===== src/sv/rcs_pkg.sv =====
// Package for the RGB contrast stretch block: widths, constants, FSM state,
// and the command/status structs shared by the controller and the datapath.
// No dependencies.
`timescale 1ns / 1ps
`default_nettype none
package rcs_pkg;

	localparam int CHANNELS = 3;
	localparam int PIX_W    = 8;
	localparam int QUO_W    = PIX_W;
	localparam int CNT_W    = $clog2(QUO_W);

	localparam logic [PIX_W-1:0] FULL_SCALE = {PIX_W{1'b1}};
	localparam logic [PIX_W-1:0] PIX_ZERO   = '0;

	typedef logic [PIX_W-1:0] pix_t;

	typedef enum logic [1:0] {
		ST_IDLE,
		ST_PREP,
		ST_DIV,
		ST_DONE
	} state_t;

	// Commands from the controller to the datapath.
	typedef struct packed {
		logic measure;  // fold the accepted pixel into the statistics
		logic capture;  // latch the accepted stretch pixel's operands
		logic prep;     // form the numerator and seed the dividers
		logic step;     // one restoring division step in every channel
		logic emit;     // load the result into the output register
	} cmd_t;

	// Status from the datapath to the controller.
	typedef struct packed {
		logic out_free; // output register is empty or is taken this cycle
	} stat_t;

endpackage
`default_nettype wire


===== src/sv/rgb_contrast_stretch.sv =====
// Per-channel min-max contrast stretch of 8-bit RGB pixels; top level.
// A measure beat gives no result. A stretch beat holds the input through
// capture, numerator, 8 divide steps and result write; the result write
// waits while the output register is still full. Reset (arst_n low) sets
// minima to 255 and maxima to 0. Depends on rcs_pkg, rcs_ctrl and rcs_dp.
`timescale 1ns / 1ps
`default_nettype none
module rgb_contrast_stretch
	import rcs_pkg::*;
(
	input  wire        clk,
	input  wire        arst_n,
	input  wire        in_valid,
	output logic       in_stall,
	input  wire        action,
	input  wire        first,
	input  wire  [7:0] red_in,
	input  wire  [7:0] green_in,
	input  wire  [7:0] blue_in,
	output logic       out_valid,
	input  wire        out_stall,
	output logic [7:0] red_out,
	output logic [7:0] green_out,
	output logic [7:0] blue_out
);

	// The controller owns the handshake and the step count; the datapath
	// owns every data register. They talk only through cmd and stat.
	cmd_t  cmd;
	stat_t stat;
	pix_t  pix [CHANNELS];
	pix_t  res [CHANNELS];

	// Channel order is red, green, blue throughout the datapath.
	assign pix[0] = red_in;
	assign pix[1] = green_in;
	assign pix[2] = blue_in;

	assign red_out   = res[0];
	assign green_out = res[1];
	assign blue_out  = res[2];

	rcs_ctrl u_ctrl (
		.clk      (clk),
		.arst_n   (arst_n),
		.in_valid (in_valid),
		.in_stall (in_stall),
		.action   (action),
		.stat     (stat),
		.cmd      (cmd)
	);

	// Each stretch value is floor((c - low) * 255 / (high - low)), found by
	// a restoring divider per channel, one quotient bit per cycle. Values at
	// or below the minimum and channels with no spread give 0; values at or
	// above the maximum give 255. The output register frees the input side
	// while a finished beat waits downstream.
	rcs_dp u_dp (
		.clk       (clk),
		.arst_n    (arst_n),
		.cmd       (cmd),
		.stat      (stat),
		.first     (first),
		.pix       (pix),
		.res       (res),
		.out_valid (out_valid),
		.out_stall (out_stall)
	);

endmodule
`default_nettype wire


===== src/sv/rcs_ctrl.sv =====
// Controller of the RGB contrast stretch block: input handshake and the
// sequence capture, prepare, eight divide steps, result write. Uses rcs_pkg.
`timescale 1ns / 1ps
`default_nettype none
module rcs_ctrl
	import rcs_pkg::*;
(
	input  wire   clk,
	input  wire   arst_n,
	input  wire   in_valid,
	output logic  in_stall,
	input  wire   action,
	input  stat_t stat,
	output cmd_t  cmd
);

	state_t state_q, state_d;
	logic [CNT_W-1:0] cnt_q, cnt_d;

	always_ff @(posedge clk or negedge arst_n) begin
		if (!arst_n) begin
			state_q <= ST_IDLE;
			cnt_q   <= '0;
		end else begin
			state_q <= state_d;
			cnt_q   <= cnt_d;
		end
	end

	always_comb begin
		state_d  = state_q;
		cnt_d    = cnt_q;
		cmd      = '0;
		in_stall = 1'b1;
		case (state_q)
			ST_IDLE: begin
				in_stall = 1'b0;
				if (in_valid) begin
					if (action) begin
						cmd.capture = 1'b1;
						state_d     = ST_PREP;
					end else begin
						cmd.measure = 1'b1;
					end
				end
			end
			ST_PREP: begin
				cmd.prep = 1'b1;
				cnt_d    = '0;
				state_d  = ST_DIV;
			end
			ST_DIV: begin
				cmd.step = 1'b1;
				cnt_d    = cnt_q + 1'b1;
				if (cnt_q == CNT_W'(QUO_W - 1)) begin
					state_d = ST_DONE;
				end
			end
			ST_DONE: begin
				if (stat.out_free) begin
					cmd.emit = 1'b1;
					state_d  = ST_IDLE;
				end
			end
			default: begin
				state_d = ST_IDLE;
			end
		endcase
	end

endmodule
`default_nettype wire


===== src/sv/rcs_dp.sv =====
// Datapath of the RGB contrast stretch block: per-channel min/max statistics,
// three radix-2 restoring dividers and the output register. Uses rcs_pkg.
`timescale 1ns / 1ps
`default_nettype none
module rcs_dp
	import rcs_pkg::*;
(
	input  wire   clk,
	input  wire   arst_n,
	input  cmd_t  cmd,
	output stat_t stat,
	input  wire   first,
	input  pix_t  pix [CHANNELS],
	output pix_t  res [CHANNELS],
	output logic  out_valid,
	input  wire   out_stall
);

	pix_t low_q  [CHANNELS];
	pix_t high_q [CHANNELS];
	pix_t diff_q [CHANNELS];
	pix_t den_q  [CHANNELS];
	logic zero_q [CHANNELS];
	logic full_q [CHANNELS];
	pix_t rem_q  [CHANNELS];
	pix_t bits_q [CHANNELS];
	pix_t quo_q  [CHANNELS];
	pix_t res_q  [CHANNELS];
	logic out_valid_q;

	assign stat.out_free = !out_valid_q || !out_stall;
	assign out_valid     = out_valid_q;

	for (genvar k = 0; k < CHANNELS; k++) begin : g_chan
		logic [2*PIX_W-1:0] num;
		logic [PIX_W:0]     cand;
		logic               ge;
		logic [PIX_W:0]     sub;

		// (c - low) * 255 as a shift and subtract.
		assign num  = {diff_q[k], PIX_ZERO} - {PIX_ZERO, diff_q[k]};
		assign cand = {rem_q[k], bits_q[k][PIX_W-1]};
		assign ge   = cand >= {1'b0, den_q[k]};
		assign sub  = cand - {1'b0, den_q[k]};

		always_ff @(posedge clk or negedge arst_n) begin
			if (!arst_n) begin
				low_q[k]  <= FULL_SCALE;
				high_q[k] <= PIX_ZERO;
			end else if (cmd.measure) begin
				if (first) begin
					low_q[k]  <= pix[k];
					high_q[k] <= pix[k];
				end else begin
					if (pix[k] < low_q[k]) begin
						low_q[k] <= pix[k];
					end
					if (pix[k] > high_q[k]) begin
						high_q[k] <= pix[k];
					end
				end
			end
		end

		always_ff @(posedge clk) begin
			if (cmd.capture) begin
				diff_q[k] <= pix[k] - low_q[k];
				den_q[k]  <= high_q[k] - low_q[k];
				zero_q[k] <= (high_q[k] <= low_q[k]) || (pix[k] <= low_q[k]);
				full_q[k] <= pix[k] >= high_q[k];
			end
			if (cmd.prep) begin
				// The quotient fits in eight bits, so the upper numerator
				// byte is already below the divisor.
				rem_q[k]  <= num[2*PIX_W-1:PIX_W];
				bits_q[k] <= num[PIX_W-1:0];
				quo_q[k]  <= PIX_ZERO;
			end else if (cmd.step) begin
				rem_q[k]  <= ge ? sub[PIX_W-1:0] : cand[PIX_W-1:0];
				bits_q[k] <= {bits_q[k][PIX_W-2:0], 1'b0};
				quo_q[k]  <= {quo_q[k][PIX_W-2:0], ge};
			end
			if (cmd.emit) begin
				res_q[k] <= zero_q[k] ? PIX_ZERO : (full_q[k] ? FULL_SCALE : quo_q[k]);
			end
		end

		assign res[k] = res_q[k];
	end

	always_ff @(posedge clk or negedge arst_n) begin
		if (!arst_n) begin
			out_valid_q <= 1'b0;
		end else if (cmd.emit) begin
			out_valid_q <= 1'b1;
		end else if (!out_stall) begin
			out_valid_q <= 1'b0;
		end
	end

endmodule
`default_nettype wire


===== config.mk =====
export PLATFORM = sky130hd
export DESIGN_NAME = rgb_contrast_stretch
export DESIGN_NICKNAME = d
export VERILOG_FILES = /design/src/sv/rcs_pkg.sv /design/src/sv/rgb_contrast_stretch.sv /design/src/sv/rcs_ctrl.sv /design/src/sv/rcs_dp.sv
export SDC_FILE = /design/constraint.sdc
export NUM_CORES = 1
export LEC_CHECK = 0
export ABC_CLOCK_PERIOD_IN_PS = 5100
export BUFFER_PORTS_ARGS = -buffer_cell sky130_fd_sc_hd__buf_2
export CAP_MARGIN = 20
export CORE_MARGIN = 3
export CORE_UTILIZATION = 60
export CTS_CLUSTER_SIZE = 16
export DETAILED_ROUTE_END_ITERATION = 8
export PLACE_DENSITY = 0.89
export REMOVE_ABC_BUFFERS = 1
export SYNTH_ARGS = -nofsm -noshare
export SYNTH_HDL_FRONTEND = slang
export SYNTH_HIERARCHICAL = 1
export SYNTH_SLANG_ARGS = --single-unit
export TNS_END_PERCENT = 30

===== constraint.sdc =====
create_clock -name clk -period 5.1 [get_ports clk]
set_input_delay 0.255 -clock clk [delete_from_list [all_inputs] [get_ports clk]]
set_output_delay 0.255 -clock clk [all_outputs]
set_load 0.02 [all_outputs]

-- After elaboration in Yosys (flattened, before gate mapping)
Memories as Yosys holds them, arrays and structs flattened.
Index checks and enable logic that the tools add are counted.
- magnitude comparators: 18
- reduce and logical (&&, ||, !) cells: 21
- bitwise gates (word level): 9
- multiplexer cells: 56
- add/subtract/negate cells: 13
- eq/ne operators: 9
- operators by type and width (operator ; number):
    8-bit 2-to-1 mux ; 30
    8-bit subtractor ; 9
    8-bit less-or-equal comparator ; 6
    16-bit by 8-bit subtractor with 16-bit output ; 3
    9-bit by 8-bit greater-or-equal comparator with 1-bit output ; 3
    8-bit greater-or-equal comparator ; 3
    8-bit > comparator ; 3
    8-bit less-than comparator ; 3
    1-bit 2-to-1 mux ; 18
    2-bit nonzero test ; 7
    2-bit 2-to-1 mux ; 6
    2-bit AND reduction ; 6
    1-bit bitwise OR ; 9
    2-bit case mux with 4 select lines ; 1
    2-bit != test (second input constant) ; 3
    3-bit case mux with 2 select lines ; 1
    2-bit == test (second input constant) ; 2
    1-bit logical OR ; 4
    2-bit by 1-bit != test with 1-bit output (second input constant) ; 2
    4-bit AND reduction ; 1
    3-bit by 1-bit adder with 3-bit output (second input constant) ; 1
    3-bit == test (second input constant) ; 1
    2-bit by 1-bit == test with 1-bit output (second input constant) ; 1
    1-bit zero test ; 2
    2-bit zero test ; 1
- memory bits (writable): 150
- word-level logic and storage cells: 143
- input bits: 30
- memories: 8
- output and inout bits: 26
- flip-flop bits (word level): 54
- memories (memory ; words ; bits a word ; read ports ; clocked after memory_dff ; wr ports ; RTL line ; source):
    u_dp.bits_q ; 3 ; 8 ; 3 ; 0 ; 3 ; rcs_dp.sv:26 ; pix_t bits_q [CHANNELS];
    u_dp.den_q ; 3 ; 8 ; 3 ; 0 ; 3 ; rcs_dp.sv:22 ; pix_t den_q [CHANNELS];
    u_dp.diff_q ; 3 ; 8 ; 3 ; 0 ; 3 ; rcs_dp.sv:21 ; pix_t diff_q [CHANNELS];
    u_dp.quo_q ; 3 ; 8 ; 3 ; 0 ; 3 ; rcs_dp.sv:27 ; pix_t quo_q [CHANNELS];
    u_dp.rem_q ; 3 ; 8 ; 3 ; 0 ; 3 ; rcs_dp.sv:25 ; pix_t rem_q [CHANNELS];
    u_dp.res_q ; 3 ; 8 ; 3 ; 0 ; 3 ; rcs_dp.sv:28 ; pix_t res_q [CHANNELS];
    +2 memories ; - ; - ; - ; - ; - ; - ;

-- Logic depth before layout (Yosys ltp)
Gate-level depths: netlist (run 1).
- depth in word-level cells: 6
- mapped depth: 9
- depth with buffers taken out: 8

-- Cells and area by module
The synthesis (run 1) kept the hierarchy.
- by module, submodules not included (module ; instances ; cells each ; sequential area each (um2) ; area an instance (um2)):
    rcs_dp ; 1 ; 1227 ; 5750.5 ; 12597.1
    rcs_ctrl ; 1 ; 33 ; 125.1 ; 322.8

-- Worst setup path after synthesis (run 1)
No wires, ideal clock.
- kind: register to register
- start: register u_ctrl.state_q[0]
- end: memory u_dp/den_q[0][0] in the netlist's numbering, enable pin
- arrival: 2.047 ns
- path slack: 2.635 ns
- path buffers: 0
- cell stages (with the launch flop): 4
- path through: dfrtp_1 -> inv_1 -> ha_1 -> and3_1
- RTL lines (item ; RTL line ; source):
    start: declaration ; rcs_ctrl.sv:17 ; state_t state_q, state_d;
    start signal: assignment ; rcs_ctrl.sv:25 ; state_q <= state_d;
    end: declaration ; rcs_dp.sv:22 ;

-- Final worst setup path (run 1)
- start: register u_dp/low_q[0] in the netlist's numbering
- end: register u_dp/low_q[1] in the netlist's numbering
- cells in the longest elaborated chain, start to end: 3
- ends and longest elaborated chain (item ; RTL line ; source):
    start: declaration ; rcs_dp.sv:19 ; pix_t low_q [CHANNELS];
    start signal: indexed assignment ; rcs_dp.sv:52 ; low_q[k] <= pix[k];
    start signal: indexed assignment ; rcs_dp.sv:56 ; low_q[k] <= pix[k];
    8-bit less-than comparator ; rcs_dp.sv:55 ; if (pix[k] < low_q[k]) begin
    2-bit nonzero test (no line) ; - ;
    2-bit AND reduction (no line) ; - ;
Every way passes these cells.
A chain may end at the register's enable or synchronous reset.

==> impl_metrics.ini, run 1 <==
[clocking]
clk_pin_slew_ns = 0.06
cts.sinks = 204
cts_made_buffers = 21
clock_latency_ns = 0.51
post_cts_buffers = 0
cts_root_buf = clkbuf_16
cts_resized = 0
htreeDepth = 1
clk_path_buf_depth = 3
cts_tree = done

[timing]
tightest_slew_ns = 1.181
setup_viol = 0
max_freq_mhz = 362.7
relSlewSlack_pct = 20.55
fin_crit_sh_pct = 54.06
hold_viol = 0
fin_crit_ns = 2.757
fin_setup_tns_ns = 0
maxSlewViolCount = 0
fin_skew_ns = 0.008980
grt_setup_unrepaired = false

[power_and_ir_drop]
seqPwrFrac_pct = 33.2
p_comb_share_pct = 51.7
peakVddDrop_v = 0.0003181
netSwitchingPower_mw = 4.167
p_sw_share_pct = 41.29
power_report.internal_total_mw = 5.926
totalPowerFinal_mw = 10.09
clkPwrFrac_pct = 15.0
p_per_area_nw_per_um2 = 711.9
leakage_nw = 5.784

[grt]
grt.overflow.total = 0
use_met1_pct = 33.06
grt_pass1_vias = 9403
antenna_found_initial = 0
grt_pass1_wl_um = 45370
grt_max_degree = 58
track_usage_pct = 22.74
grt_use_met2_pct = 36.48
grt_busiest_layer = met2
use_met3_pct = 3.039

[floorplan]
die_x_um = 152.7
die_h_um = 152.7
coreArea_um2 = 21090
io_pins = 56
design.die.area_um2 = 23330
start_util_pct = 61.27
rows = 53

[detailed_routing]
vias = 9840
wire_per_inst_um = 16.89
post-route-drc-count = 0
viasPerCell = 6.154
antenna_left = 0
drtIter0Drc = 1186
finalWirelength_um = 27020
drt_pass1_iterations = 6

[setup_path]
crit_fanout = 13
cp-start-kind = register
crit_end = u_dp/low_q[1]
crit_path_start = u_dp/low_q[0]
r2r_cells = 7
worst-endpoint-arrival_ns = 3.16
crit_required_ns = 5.50
crit_type = reg -> reg
worst_setup_path_end_kind = register
timing.rr.end = u_dp/low_q[1]
r2r_slack_ns = 2.34
r2r-start = u_dp/low_q[0]

[layout]
final_util_pct = 67.23
syn2layout_area_growth_pct = 9.732
drive_gt1_share_pct = 12.69
final_cell_mix = 149 x nor2_1, 149 x edfxtp_1, 132 x inv_1
nets = 1458
insertedDiodeCount = 0

[synthesis]
synthArstFlopShare_pct = 26.47
yosysUniqueCellTypes = 75
syn_inst = 1260
synth_seq_cells = 204
yosysWarnings = 6
yosysSeqAreaShare_pct = 45.48
synth-edff-count = 149
avgSynthCellArea_um2 = 10.25
synth_flop_cell = edfxtp_1
synth_area_um2 = 12920

[outcome]
status = finished, final reports clean

[place]
gp_congestion = 0.9098
place.detailed.hpwl_um = 19550
io_buffers = 55

[hold_path]
hold_path.class = in -> reg

[flow_run]
cap_violations = 0
==> stage by stage <==
| stage | hold WS (ns) | worst slack [ns] | instances | cell area [µm²] |
|---|---|---|---|---|
| 2_1_floorplan | -0.04059 | 1.603 | 1223 | 12780 |
| 3_3_place_gp | 0.4209 | 2.422 | 1558 | 13450 |
| 3_5_place_dp | 0.4294 | 2.361 | 1558 | 13450 |
| 4_1_cts | 0.01287 | 2.366 | 1597 | 14150 |
| 5_1_grt | 0.03901 | 2.206 | 1599 | 14180 |
| 6_report | 0.03056 | 2.343 | 1599 | 14180 |
==> routing by layer <==
metal / vias to the layer above / wire length, µm
li1: 4725 / -
met1: 4704 / 12140
met2: 368 / 12520
met3: 43 / 1834
met4: 0 / 516
met5: - / 0
==> how the worst min path moves through the flow <==
stage | depth (start not counted) | endpoint | start
finish | 3 | u_dp/low_q[7] | blue_in[7]
global route | 3 | u_dp/low_q[7] | blue_in[7]
CTS | 3 | u_dp/out_valid | out_stall
detailed placement | 2 | u_dp/high_q[9] | arst_n
global placement | 2 | u_dp/high_q[9] | arst_n
floorplan | 0 | u_ctrl/cnt_q[0] | arst_n
==> timing repair <==
| action | in CTS | in global routing |
|---|---|---|
| endpoints found under the hold margin | 32 | 0 |
| hold buffers | 3 | 0 |
| setup endpoints to repair | 0 | 0 |
==> flip-flops by register name, indices dropped and copies added (netlist names), 24 cells and up <==
register     flops
u_dp/low_q      24
u_dp/high_q     24
u_dp/diff_q     24
u_dp/quo_q      24
u_dp/rem_q      24
u_dp/den_q      24
u_dp/res_q      24
u_dp/bits_q     24
==> kinds of logic after synthesis <==
kind of cell,after synthesis,synth area share [%]
mux,46,3.883
buf+inv,169,4.929
fa+ha+maj,117,11.85
simple gates,394,15.06
xor+xnor,49,3.322
compound gates,281,15.48
flops,204,45.48
==> area by class of cell <==
type / count / area [µm²]
tap: 275 / 344.1
multi-input combinational: 887 / 6419
inverter: 132 / 495.5
timing repair buffer: 65 / 367.9
fill: 1544 / 6910
sequential: 204 / 5876
clock buffer: 23 / 533.0
clock inverter: 13 / 142.6
==> power by group through the flow <==
stage	Clock [mW]	Sequential, mW	Combinational [mW]
2_1_floorplan	0	3.30	3.87
3_3_place_gp	0	3.33	4.86
3_5_place_dp	0	3.37	5.07
4_1_cts	1.55	3.34	5.13
5_1_grt	1.62	3.43	5.82
6_report	1.52	3.35	5.22
==> synth_stat cells, types with 22 or more instances <==
cell        n  area [µm²]
mux2_2     32       360.4
dfrtp_1    30       750.7
o21ai_0    51       255.2
ha_1      108        1351
nand2_1    57       214.0
nor2b_1    28       175.2
and2_1     22       137.6
edfxtp_1  149        4474
nand4_1    23       143.9
dfstp_2    24       630.6
clkbuf_1   34       127.6
a31oi_1    24       150.1
nand3_1    22       110.1
xnor2_1    35       306.5
nor3_1     22       110.1
nor2_1    150       563.0
inv_1     132       495.5
a21oi_1    55       275.3
==> worst max-delay path, stage by stage, from the launching register on <==
cell      delay (ns)
dfstp_2         0.39
ha_1            0.21
fa_1            0.40
nor2b_1         0.11
o21ai_0         0.09
a21oi_1         0.88
o31a_1          0.39
o311ai_0        0.17
Note: power is estimated with default switching activity, not from simulation.
==> inputs of run 2 (changes only) <==
- ABC_AREA: not set -> 1
- ABC_CLOCK_PERIOD_IN_PS: 5100 -> 2360
- CORE_UTILIZATION: 60 -> 57
- clock period: 5.1 -> 2.36 ns (I/O delays scaled with it)
==> run 2 against run 1 <==
  * Fmax is 32% higher
  * Clock skew rose by 0.0091 ns
  * Flip-flop and latch count did not move
  * Routed wire length increased by 8.8%
  * Setup slack worse by 2.1 ns
  * Sequential power is 110% higher
  * Synthesized area increased by 1.2%
  * Critical endpoint is now u_dp/diff_q[0][23]
  * First-iteration DRC count down 27%
  * Sequential share of layout area is 1.9 points lower
  * Combinational power increased by 120%
==> impl_metrics.ini, run 2 <==
[detailed_routing]
route.met3.wl_um = 1786
antenna_left = 0
top_layer = met4
drtIter0Drc = 864
wl_met2_um = 14080
viasPerCell = 5.566
wire_per_inst_um = 15.39
vias = 10630
finalWirelength_um = 29400
post-route-drc-count = 0
drt_pass1_iterations = 5
wl_met1_um = 12470

[hold_path]
hold_path.class = in -> reg

[clocking]
cts_tree = done
cts.sinks = 204
cts_resized = 0
cts_made_buffers = 24
clock_latency_ns = 0.52
post_cts_buffers = 0
cts_root_buf = clkbuf_16
htreeDepth = 1
clk_path_buf_depth = 3
clk_pin_slew_ns = 0.06

[grt]
track_usage_pct = 24.14
grt_pass1_wl_um = 49230
grt_max_degree = 55
grt.overflow.total = 0
antenna_found_initial = 0
grt_pass1_vias = 10350

[synthesis]
synth_top_area_share_pct = 34.22
synth_top_area_cell = edfxtp_1
synthArstFlopShare_pct = 26.47
yosys.area_share.xor_xnor_pct = 3.416
synth_seq_cells = 204
syn_inst = 1509
synth-edff-count = 149
yosysSeqAreaShare_pct = 44.94
synth.most_common_cell = nand2_1
synth_area_leaders = edfxtp_1 34%, nand2_1 11%, ha_1 10%
synth_flop_cell = edfxtp_1
synth_common_cells = 385 x nand2_1, 244 x inv_1, 159 x nand3_1, 149 x edfxtp_1, 108 x ha_1
synthMuxAreaShare_pct = 0
yosysWarnings = 6
synthAdderAreaFrac_pct = 11.71
synth_area_um2 = 13080
synth_top_family_by_area = simple AND/OR/NAND/NOR gates
yosysUniqueCellTypes = 48
synth_compound_area_share_pct = 5.904
synth-simple-area-share_pct = 25.86
avgSynthCellArea_um2 = 8.665

[outcome]
status = finished, final reports clean

[power_and_ir_drop]
p_sw_share_pct = 43.51
leakage_nw = 7.152
peakVddDrop_v = 0.0008138
p_per_area_nw_per_um2 = 1491
seqPwrFrac_pct = 32.0
totalPowerFinal_mw = 22.15
power_report.internal_total_mw = 12.51
p_comb_share_pct = 51.7
netSwitchingPower_mw = 9.637
clkPwrFrac_pct = 16.3

[timing]
grt_setup_unrepaired = false
relSlewSlack_pct = 57.89
fin_setup_tns_ns = 0
maxSlewViolCount = 0
fin_skew_ns = 0.01808
max_freq_mhz = 478.0
fin_crit_sh_pct = 88.65
tightest_slew_ns = 0.6277
fin_crit_ns = 2.092
hold_viol = 0
whs_ns = 0.04715
setup_viol = 0

[floorplan]
die_h_um = 157.5
coreArea_um2 = 22160
rows = 54
design.die.area_um2 = 24790
io_pins = 56
die_x_um = 157.5
start_util_pct = 59.00

[setup_path]
critPathBufInv = 1
cp-start-kind = register
crit_type = reg -> reg
cp_top_family = flip-flops
worst_setup_path_end_kind = register
worst-endpoint-arrival_ns = 2.36
crit_chain = inv_1 -> ha_1 -> nand2_1 -> o21ai_0 -> nand4_1 -> nand3_1 -> xor2_1
crit_fanout = 4
slowest_stage = dfstp_2
crit_required_ns = 2.62
slowest_delay_ns = 0.58

[layout]
nets = 1759
layout.cells.non_filler = 1910
syn2layout_area_growth_pct = 13.64
fin_area_um2 = 14860
layout_commonest_cell = nand2_1
insertedDiodeCount = 0
drive_gt1_share_pct = 13.13
final_cell_mix = 384 x nand2_1, 244 x inv_1, 159 x nand3_1

[place]
place.detailed.hpwl_um = 21470
dp.cells = 1839
io_buffers = 55
place_area_um2 = 13810
gp_congestion = 0.9669

[flow_run]
cap_violations = 0
run 2: cell types whose count changed after synthesis, moves of 27 or more:
cell     before  now
inv_1       132  244
nand3_1      22  159
nor2_1      150   79
nand2_1      57  385
o21ai_0      51   24
mux2_2       32    0
nor2b_1      28    0
run 2: through the flow:
stage / utilization [%] / setup slack, ns
after floorplan: - / -1.206
after global placement: 62.31 / 0.4473
final: 67.04 / 0.2678
after global routing: 67.04 / 0.1618
after detailed placement: 62.31 / 0.3582
after CTS: 67.04 / 0.3192
run 2: kinds of logic after synthesis:
group           after synthesis
compound gates              137
flops                       204
xor+xnor                     51
fa+ha+maj                   117
simple gates                721
buf+inv                     279
run 2: final cells by class:
class,instances,area [µm²]
Clock buffer,33,675.6
Timing Repair Buffer,97,720.7
Sequential cell,204,5876
Fill cell,1688,7303
Clock inverter,11,102.6
Tap cell,280,350.3
Inverter,259,974.7
Multi-Input combinational cell,1026,6158
run 2: worst register-to-register path: cells and delay by family (launching register included):
| family | cells | cell delay (ns) |
|---|---|---|
| XOR/XNOR | 1 | 0.07 |
| flip-flops | 1 | 0.58 |
| adder cells (fa/ha/maj) | 1 | 0.29 |
| AND/OR/NAND/NOR | 3 | 0.38 |
| buffers and inverters | 1 | 0.08 |
| AO/OA/AOI/OAI | 1 | 0.44 |
run 2: path summary, 6_finish.rpt:
kind                                startpoint            endpoint  slack (ns)  cells past startpoint
worst min-delay path                  in_valid      u_dp/low_q[22]        0.05                      5
min in group asynchronous               arst_n      u_dp/low_q[17]        0.13                      2
worst min register to register  u_dp/low_q[18]      u_dp/low_q[18]        0.46                      2
worst max register to register   u_dp/low_q[1]  u_dp/diff_q[0][23]        0.27                      7
worst max-delay path             u_dp/low_q[1]  u_dp/diff_q[0][23]        0.27                      7
max in group asynchronous               arst_n       u_dp/low_q[7]        1.72                      3
run 2: layer usage:
layer / vias to the layer above / track usage, %
met4: 0 / 9.008
met2: 432 / 40.86
met1: 4930 / 31.95
li1: 5175 / -
met5: - / 0
met3: 95 / 3.079
run 2: power groups by stage:
stage | registers, mW | logic, mW | clock network [mW]
2_1_floorplan | 7.04 | 8.25 | 0
3_3_place_gp | 7.07 | 10.6 | 0
3_5_place_dp | 7.14 | 11.1 | 0
4_1_cts | 7.08 | 11.3 | 3.68
5_1_grt | 7.25 | 12.9 | 3.80
6_report | 7.10 | 11.5 | 3.60
run 2: repair_timing:
item,4_1_cts,5_1_grt
hold endpoints to repair,89,0
endpoints found under the setup margin,0,0
hold buffers,27,0
==> inputs of run 3 (changes only) <==
- ABC_AREA: 1 -> not set
- CTS_CLUSTER_SIZE: 16 -> 14
==> run 3 against run 2 <==
  * Flip-flop and latch count unchanged
  * Hold slack got worse by 0.020 ns
  * Routed wire length grew 0.17%
  * Clock-buffer cell count decreased by 4
  * Die area shrank 1.1%
  * Non-clock buffer count is 28 higher
  * Fmax down 11%
  * Setup slack got worse by 0.26 ns
  * Sequential share of layout area shrank 0.063 points
  * Combinational power increased by 8%
  * Register-to-register slack worse by 0.26 ns
  * Clock skew is 0.010 ns lower
  * Critical endpoint is now u_dp/diff_q[0][22]
==> impl_metrics.ini, run 3 (synthesis gave the netlist of run 1 again) <==
[setup_path]
cp_top_family = compound AO/OA/AOI/OAI gates
crit_path_frequent_cell = o21ai_0
crit_fanout = 12
worst-endpoint-arrival_ns = 2.59
slowest_stage = dfstp_2
worst_setup_path_end_kind = register
cp-start-kind = register
crit_chain = inv_1 -> ha_1 -> nor2b_1 -> o21ai_0 -> a21oi_1 -> buf_4 -> o21ai_0 -> a2bb2oi_2
critPathBufInv = 2
slowest_delay_ns = 0.54
crit_type = reg -> reg
crit_required_ns = 2.61

[detailed_routing]
antenna_left = 0
drt_pass1_iterations = 6
finalWirelength_um = 29450
drtIter0Drc = 1278
post-route-drc-count = 0
vias = 10270
viasPerCell = 6.158
wire_per_inst_um = 17.65

[layout]
insertedDiodeCount = 0
fill_cells = 1553
syn2layout_area_growth_pct = 15.19
nets = 1519
drive_gt1_share_pct = 16.43
final_cell_mix = 149 x nor2_1, 149 x edfxtp_1, 129 x inv_1

[timing]
hold_viol = 0
relSlewSlack_pct = 54.38
tightest_slew_ns = 0.6843
grt_setup_unrepaired = true
fin_crit_ns = 2.348
setup_viol = 0
final.setup.worst_slack_ns = 0.01244
max_freq_mhz = 426.0
fin_skew_ns = 0.008071
maxSlewViolCount = 0
fin_crit_sh_pct = 99.47
whs_ns = 0.02719

[grt]
grt_pass1_vias = 9773
track_usage_pct = 23.49
grt_pass1_wl_um = 47730
antenna_found_initial = 0
grt_max_degree = 72
grt.overflow.total = 0

[clocking]
clock_latency_ns = 0.51
cts_root_buf = clkbuf_16
clk_pin_slew_ns = 0.06
htreeDepth = 1
cts_made_buffers = 22
cts_tree = done
cts.sinks = 204
clk_path_buf_depth = 3

[power_and_ir_drop]
peakVddDrop_v = 0.0008022
p_per_area_nw_per_um2 = 1545
totalPowerFinal_mw = 23.00
p_sw_share_pct = 41.45
seqPwrFrac_pct = 31.4
clkPwrFrac_pct = 14.8
p_comb_share_pct = 53.8
power_report.internal_total_mw = 13.46
netSwitchingPower_mw = 9.532
leakage_nw = 6.109

[place]
place.detailed.hpwl_um = 20530
post-place-ws_ns = -0.2203
gp_congestion = 0.9233
io_buffers = 55

[floorplan]
coreArea_um2 = 22030
design.die.area_um2 = 24510
io_pins = 56
die_h_um = 156.6
die_x_um = 156.6
rows = 54
start_util_pct = 58.66

[outcome]
status = finished, final reports clean

[hold_path]
hold_path.class = in -> reg

[flow_run]
cap_violations = 0
-- run 3: changes by cell type in the layout (fill, tap and decap cells not counted), sizes merged, moves of 21 or more --
cell | before | now
nand3 | 165 | 22
and2 | 0 | 22
xor2 | 37 | 14
mux2 | 0 | 33
nor2 | 91 | 150
nand2 | 420 | 57
inv | 258 | 132
buf | 70 | 101
nor2b | 0 | 28
xnor2 | 14 | 35
-- run 3: final timing paths --
kind | start | to | slack [ns] | depth (start not counted)
max reg2reg | u_dp/low_q[2] | u_dp/diff_q[0][22] | 0.01 | 8
max in group asynchronous | arst_n | u_dp/high_q[10] | 1.62 | 3
min in group asynchronous | arst_n | u_dp/high_q[4] | 0.27 | 3
min | blue_in[1] | u_dp/high_q[1] | 0.03 | 3
min reg2reg | u_dp/bits_q[2][0] | u_dp/bits_q[2][0] | 0.50 | 2
max | u_dp/low_q[2] | u_dp/diff_q[0][22] | 0.01 | 8
-- run 3: final cells by class --
| class | instances | area (µm²) | share of cell area (%) |
|---|---|---|---|
| repair buffers | 125 | 905.9 | 6.087 |
| flip-flops and latches | 204 | 5876 | 39.48 |
| well taps | 280 | 350.3 | 2.354 |
| clock buffers | 29 | 598.1 | 4.019 |
| multi-input cells | 887 | 6548 | 44.00 |
| clock inverters | 11 | 108.9 | 0.7315 |
| inverters | 132 | 495.5 | 3.329 |
-- run 3: power by group through the flow --
stage               Clock [mW]  Combinational, mW  Sequential (mW)
floorplan                    0               8.36             7.14
global placement             0               11.1             7.17
detailed placement           0               11.7             7.24
CTS                       3.46               11.8             7.19
global route              3.63               13.6             7.39
finish                    3.41               12.4             7.23
-- run 3: tightest hold or removal path: stages --
cell	delay, ns
buf_2	0.12
inv_1	0.11
mux2i_1	0.14
-- run 3: metal layers --
metal	GRT usage, %	routed length [µm]	up-vias	part of all wire [%]
li1	-	-	4854	-
met1	32.84	12710	4843	43
met2	37.98	13680	507	46
met3	3.955	2374	67	8.1
met4	6.961	679	0	2.3
met5	0	0	-	0
-- run 3: stage by stage --
stage          setup TNS (ns)  std cells  util (%)  instance area (µm²)
6_report                    0       1668     67.56                14880
5_1_grt              -0.06801       1668     67.56                14880
4_1_cts                     0       1667     66.94                14740
3_5_place_dp          -0.6994       1603     62.61                13790
3_3_place_gp          -0.3577       1603     62.61                13790
2_1_floorplan          -53.94       1223         -                12780
-- run 3: repair_timing --
item / in CTS / in global routing
pin swaps: 0 / 2
hold endpoints to repair: 74 / 0
buffers inserted: 0 / 1
gates resized for setup: 1 / 32
hold buffers: 24 / 0
setup endpoints to repair: 9 / 41
